$ cat src/design/pssi_pkg.sv
package pssi_pkg;

    // Element geometry: nodes, dofs per node and the stiffness matrix order.
    localparam int NODES        = 3;
    localparam int DOF_PER_NODE = 2;
    localparam int MATDIM       = NODES * DOF_PER_NODE;
    localparam int ROW_W        = 3;

    // Field and internal widths.
    localparam int DN_W   = 16;
    localparam int JV_W   = 32;
    localparam int SUM_W  = 49;
    localparam int G_W    = 32;
    localparam int ENT_W  = 64;
    localparam int E_W    = 31;
    localparam int NU_W   = 15;
    localparam int MU_W   = 31;
    localparam int COEF_W = 48;
    localparam int ACC_W  = 113;
    localparam int CIDX_W = 4;
    localparam int CDAT_W = 32;

    // Register indexes of the configuration port.
    localparam logic [CIDX_W-1:0] REG_YOUNGS  = 4'd0;
    localparam logic [CIDX_W-1:0] REG_POISSON = 4'd1;

    // Reset values of the configuration registers.
    localparam logic [E_W-1:0]  E_RESET  = 31'd65536;
    localparam logic [NU_W-1:0] NU_RESET = 15'd19661;

    localparam logic [ROW_W-1:0] LAST_ROW = ROW_W'(MATDIM - 1);

    typedef logic signed [G_W-1:0] t_gval;

    typedef struct packed {
        logic signed [DN_W-1:0] dn_dr_0;
        logic signed [DN_W-1:0] dn_ds_0;
        logic signed [DN_W-1:0] dn_dr_1;
        logic signed [DN_W-1:0] dn_ds_1;
        logic signed [DN_W-1:0] dn_dr_2;
        logic signed [DN_W-1:0] dn_ds_2;
        logic signed [JV_W-1:0] jinv_00;
        logic signed [JV_W-1:0] jinv_01;
        logic signed [JV_W-1:0] jinv_10;
        logic signed [JV_W-1:0] jinv_11;
    } t_in_word;

    typedef struct packed {
        logic [ROW_W-1:0]        row_index;
        logic signed [ENT_W-1:0] entry_0;
        logic signed [ENT_W-1:0] entry_1;
        logic signed [ENT_W-1:0] entry_2;
        logic signed [ENT_W-1:0] entry_3;
        logic signed [ENT_W-1:0] entry_4;
        logic signed [ENT_W-1:0] entry_5;
        logic                    last_row;
    } t_out_word;

    // Material coefficients handed from the Lame unit to the lanes.
    typedef struct packed {
        logic [MU_W-1:0]   mu;
        logic [COEF_W-1:0] lam;
        logic [COEF_W-1:0] l2m;
    } t_lame;

endpackage

$ cat src/design/pssi_lame.sv
module pssi_lame (
    input  logic                          i_clk,
    input  logic                          i_rst_n,
    input  logic                          i_cfg_valid,
    output logic                          o_cfg_ready,
    input  logic [pssi_pkg::CIDX_W-1:0]   i_cfg_index,
    input  logic [pssi_pkg::CDAT_W-1:0]   i_cfg_data,
    output pssi_pkg::t_lame               o_lame,
    output logic                          o_busy
);

    localparam int NUM_W = 64;
    localparam int DEN_W = 34;
    localparam int CNT_W = 6;
    localparam logic [16:0] ONE_Q16 = 17'd65536;

    typedef enum logic [4:0] {
        ST_PREP = 5'b00001,
        ST_DMU  = 5'b00010,
        ST_DLAM = 5'b00100,
        ST_SUM  = 5'b01000,
        ST_IDLE = 5'b10000
    } t_state;

    t_state                     r_state;
    logic [pssi_pkg::E_W-1:0]   r_e;
    logic [pssi_pkg::NU_W-1:0]  r_nu;
    logic [45:0]                r_nue;
    logic [DEN_W-1:0]           r_dl;
    logic [NUM_W-1:0]           r_num, n_num;
    logic [DEN_W:0]             r_rem, n_rem;
    logic [DEN_W-1:0]           r_den;
    logic [CNT_W-1:0]           r_cnt;
    logic [pssi_pkg::MU_W-1:0]  r_mu;
    logic [pssi_pkg::COEF_W-1:0] r_lam, r_l2m;

    logic [16:0] onep, om2;
    logic [DEN_W:0] trial;
    logic        wr;

    assign onep = ONE_Q16 + 17'(r_nu);
    assign om2  = ONE_Q16 - {1'b0, r_nu, 1'b0};
    assign o_cfg_ready = (r_state == ST_IDLE);
    assign o_busy = (r_state != ST_IDLE);
    assign wr = i_cfg_valid && o_cfg_ready &&
                (i_cfg_index == pssi_pkg::REG_YOUNGS || i_cfg_index == pssi_pkg::REG_POISSON);
    assign o_lame = '{mu: r_mu, lam: r_lam, l2m: r_l2m};

    // One restoring division step: a quotient bit a cycle.
    always_comb begin
        trial = {r_rem[DEN_W-1:0], r_num[NUM_W-1]};
        if (trial >= {1'b0, r_den}) begin
            n_rem = trial - {1'b0, r_den};
            n_num = {r_num[NUM_W-2:0], 1'b1};
        end else begin
            n_rem = trial;
            n_num = {r_num[NUM_W-2:0], 1'b0};
        end
    end

    // Configuration registers.
    always_ff @(posedge i_clk) begin
        if (!i_rst_n) begin
            r_e  <= pssi_pkg::E_RESET;
            r_nu <= pssi_pkg::NU_RESET;
        end else if (wr) begin
            if (i_cfg_index == pssi_pkg::REG_YOUNGS) begin
                r_e <= i_cfg_data[pssi_pkg::E_W-1:0];
            end else begin
                r_nu <= i_cfg_data[pssi_pkg::NU_W-1:0];
            end
        end
    end

    // Sequencer: mu first, then lambda, then lambda plus twice mu.
    always_ff @(posedge i_clk) begin
        if (!i_rst_n) begin
            r_state <= ST_PREP;
            r_cnt   <= '0;
        end else begin
            case (r_state)
                ST_PREP: begin
                    r_nue   <= 46'(r_nu) * 46'(r_e);
                    r_dl    <= DEN_W'(onep) * DEN_W'(om2);
                    r_num   <= NUM_W'({r_e, 16'b0}) + NUM_W'(onep);
                    r_den   <= DEN_W'({onep, 1'b0});
                    r_rem   <= '0;
                    r_cnt   <= '0;
                    r_state <= ST_DMU;
                end
                ST_DMU: begin
                    r_cnt <= r_cnt + 1'b1;
                    if (r_cnt == '1) begin
                        r_mu    <= n_num[pssi_pkg::MU_W-1:0];
                        r_num   <= NUM_W'({r_nue, 16'b0}) + NUM_W'(r_dl >> 1);
                        r_den   <= r_dl;
                        r_rem   <= '0;
                        r_state <= ST_DLAM;
                    end else begin
                        r_num <= n_num;
                        r_rem <= n_rem;
                    end
                end
                ST_DLAM: begin
                    r_cnt <= r_cnt + 1'b1;
                    if (r_cnt == '1) begin
                        r_lam   <= n_num[pssi_pkg::COEF_W-1:0];
                        r_state <= ST_SUM;
                    end else begin
                        r_num <= n_num;
                        r_rem <= n_rem;
                    end
                end
                ST_SUM: begin
                    r_l2m   <= r_lam + {r_mu, 1'b0};
                    r_state <= ST_IDLE;
                end
                ST_IDLE: begin
                    if (wr) begin
                        r_state <= ST_PREP;
                    end
                end
                default: r_state <= ST_PREP;
            endcase
        end
    end

endmodule

$ cat config.mk
export PLATFORM = sky130hd
export DESIGN_NAME = pssi_lame
export DESIGN_NICKNAME = d
export VERILOG_FILES = /design/src/design/pssi_pkg.sv /design/src/design/pssi_lame.sv
export SDC_FILE = /design/constraint.sdc
export NUM_CORES = 2
export LEC_CHECK = 0
export BUFFER_PORTS_ARGS = -buffer_cell sky130_fd_sc_hd__buf_4
export CORE_UTILIZATION = 45
export DETAILED_ROUTE_END_ITERATION = 7
export PLACE_DENSITY = 0.69
export SYNTH_ARGS = -nofsm -noshare
export SYNTH_HDL_FRONTEND = slang
export SYNTH_SLANG_ARGS = --single-unit
$ cat constraint.sdc
create_clock -name i_clk -period 7.65 [get_ports i_clk]
set_input_delay 0.765 -clock i_clk [delete_from_list [all_inputs] [get_ports i_clk]]
set_output_delay 0.765 -clock i_clk [all_outputs]
set_load 0.02 [all_outputs]
==> flow_summary.ini <==
[route]
finalWirelength_um = 110000
vias = 31300
wl_per_cell_um = 18.9
drc = 0
antenna_left = 0
first_iter_violations = 2457
first_pass_iters = 6
vias_per_cell = 5.37

[setup_path]
critPathBufInv = 3
regToRegSetupSlack_ps = 290
crit_fanout = 6
reg2regPathDepth = 27
cpLargestDelayFamily = adder cells
reg2reg_to = r_dl[30]$_DFFE_PP_
crit_path_end_kind = register
crit_type = register to register
start_kind = register
worstPathRequired_ps = 7990
regToRegStartpoint = r_nu[2]$_SDFFE_PN1P_
max_stage_delay_ps = 520
cpMostUsedCell = fa_1
slowest_stage = fa_1
cp.arrival_ps = 7700

[die]
die_area_um2 = 96300
num_rows = 112
die_height_um = 310
num_io_pins = 168
initial_core_util_pct = 45.6
die-width_um = 310
core-area_um2 = 93700

[placed_design]
gp_congestion = 0.924
io_buffers = 166
dp.final_hpwl_um = 85200
place_worst_setup_slack_ps = 25.3

[finish]
layout-drive-gt1-share_pct = 9.75
final_cell_mix = inv_1 (698), nand2_1 (597), fa_1 (570), edfxtp_1 (337), ha_1 (326)
areaGrowthSynthToFinish_pct = 10.9
layout_commonest_cell = inv_1
final_net_count = 5482
n_antenna_cell = 0
final_util_pct = 50.6

[cts]
clk_latency_ps = 600
cts-root-buf = clkbuf_16
htree_levels = 2
cts_buffers = 42
tritoncts = done
cts_buffer_depth = 3
clock-sinks = 394
path_clk_slew_ps = 60

[yosys]
ys_types = 89
yosysSeqAreaShare_pct = 26.3
ys.warnings.count = 0
postSynthCellCount = 4403
ys_async_sr_fraction_pct = 0
netlist_area_um2 = 42800
syn_area_per_cell_um2 = 9.72
synth_seq_cells = 394
synth_edf_count = 337
synth_flop_cell = edfxtp_1

[worst_hold_path]
hold_start = i_cfg_data[11]
min_to = r_nu[11]$_SDFFE_PN1P_
min_path_cells = 3
hold_class = primary input to register

[global_route]
track_usage_pct = 23.1
grt_pass1_vias = 31400
grt_pass1_wl_um = 173000
antenna_found_initial = 0
grt_max_degree = 64
overflow = 0

[sta]
fmax_mhz = 136
hold_viol = 0
relSlewSlack_pct = 23.7
fin_crit_ps = 7360
tightest_slew_ps = 1140
finalClockSkew_ps = 37.7
finalCritPeriodShare_pct = 96.2
final_max_slew_viol_count = 0
holdWs_ps = 408
worst_slack_ps = 294
setup_viol = 0
rsz0062_at_grt = true

[power_and_ir_drop]
vdd.ir_drop.worst_uv = 150
cellPowerDensity_nw_per_um2 = 126
power_leakage_uw = 0.0220
finalPower_uw = 5960

[flow_run]
cap_violations = 0

[outcome]
status = completed
[layer usage]
metal | track usage, % | up-vias | wire (µm)
met5 | 0 | - | 0
met4 | 5.92 | 0 | 2530
met3 | 3.45 | 144 | 8410
met2 | 37.3 | 1107 | 50700
met1 | 32.5 | 15600 | 48600
li1 | - | 14400 | -
[tightest hold or removal path, stage by stage]
cell and delay [ps]:
buf_4 90, nand2_1 40, nand3_1 70
[registers in the layout, indices dropped and copies added (netlist names)]
signal   count
r_den       33
r_e         31
r_cnt        6
r_nu        15
r_mu        31
r_l2m       48
r_nue       46
r_rem       34
r_lam       48
r_dl        33
r_state      5
r_num       64
[cell families after synthesis]
group                      after synthesis  share of synthesized area, %
DFF                                    394                          26.3
other                                    2                        0.0175
and+or+nand+nor                       1400                          16.0
AOI/OAI and AO/OA                      574                          8.84
xor gates and xnor gates               210                          4.30
muxes                                    6                         0.140
adders and majority gates              901                          36.3
buffers and inverters                  916                          8.09
[worst max-delay path by stage]
stage                         endpoint  slack (ps)            startpoint  depth (start not counted)
global route        r_dl[30]$_DFFE_PP_         -40  r_nu[2]$_SDFFE_PN1P_                         31
floorplan           r_dl[31]$_DFFE_PP_           4  r_nu[0]$_SDFFE_PN1P_                         31
finish              r_dl[30]$_DFFE_PP_         290  r_nu[2]$_SDFFE_PN1P_                         27
detailed placement  r_dl[30]$_DFFE_PP_          30  r_nu[2]$_SDFFE_PN1P_                         29
global placement    r_dl[30]$_DFFE_PP_         110  r_nu[2]$_SDFFE_PN1P_                         29
CTS                 r_dl[30]$_DFFE_PP_          20  r_nu[1]$_SDFFE_PN0P_                         31
[stage by stage]
stage                     cells  setup TNS, ps  area (µm²)
after CTS                  5825              0       47300
final                      5829              0       47500
after global placement     5748              0       45900
after global routing       5829          -52.6       47500
after detailed placement   5748              0       45900
after floorplan            4416              0       42800
[cells in the mapped netlist, types with 7 or more instances]
cell	number	share of area [%]
and4_1	17	0.35
a21o_1	73	1.3
nor3_1	34	0.40
nand2_1	598	5.2
xor2_1	83	1.7
o211ai_1	12	0.21
a222oi_1	14	0.33
and3_1	30	0.44
o21ai_1	16	0.19
o21a_1	16	0.28
a221o_1	7	0.16
a31oi_1	17	0.25
buf_1	10	0.088
o21ai_0	97	1.1
dfxtp_1	57	2.7
inv_1	701	6.1
nand3_1	62	0.73
clkbuf_1	198	1.7
nand2b_1	60	0.88
xnor2_1	127	2.6
nand4_1	32	0.47
ha_1	331	9.7
fa_1	570	27
a211oi_2	7	0.20
a21oi_1	187	2.2
a211oi_1	7	0.12
or3_1	14	0.20
o21bai_1	19	0.33
edfxtp_1	337	24
and2_1	233	3.4
a22oi_1	26	0.46
nor2_1	179	1.6
nor2b_1	99	1.4
[cell type report]
class | instances | area (µm²)
Fill cell | 8387 | 46300
Inverter | 701 | 2630
Sequential cell | 394 | 11300
Tap cell | 1254 | 1570
Clock inverter | 26 | 279
Clock buffer | 51 | 1120
Timing Repair Buffer | 297 | 2270
Multi-Input combinational cell | 3106 | 28300
[report_power, final]
group          switching (µW)  total, µW  leakage, µW  internal, µW
Sequential                116       2630      0.00354          2520
Clock                     906       2100     0.000682          1190
Combinational             727       1230       0.0178           503
Total                    1750       5960       0.0220          4210
[timing repair]
action | 4_1_cts | 5_1_grt
cloned | 0 | 0
buffers inserted | 0 | 4
hold buffers | 0 | 0
setup endpoints to repair | 1 | 7
pin swaps | 0 | 5
resized for setup | 1 | 26
Power figures use the tool's default switching activity.
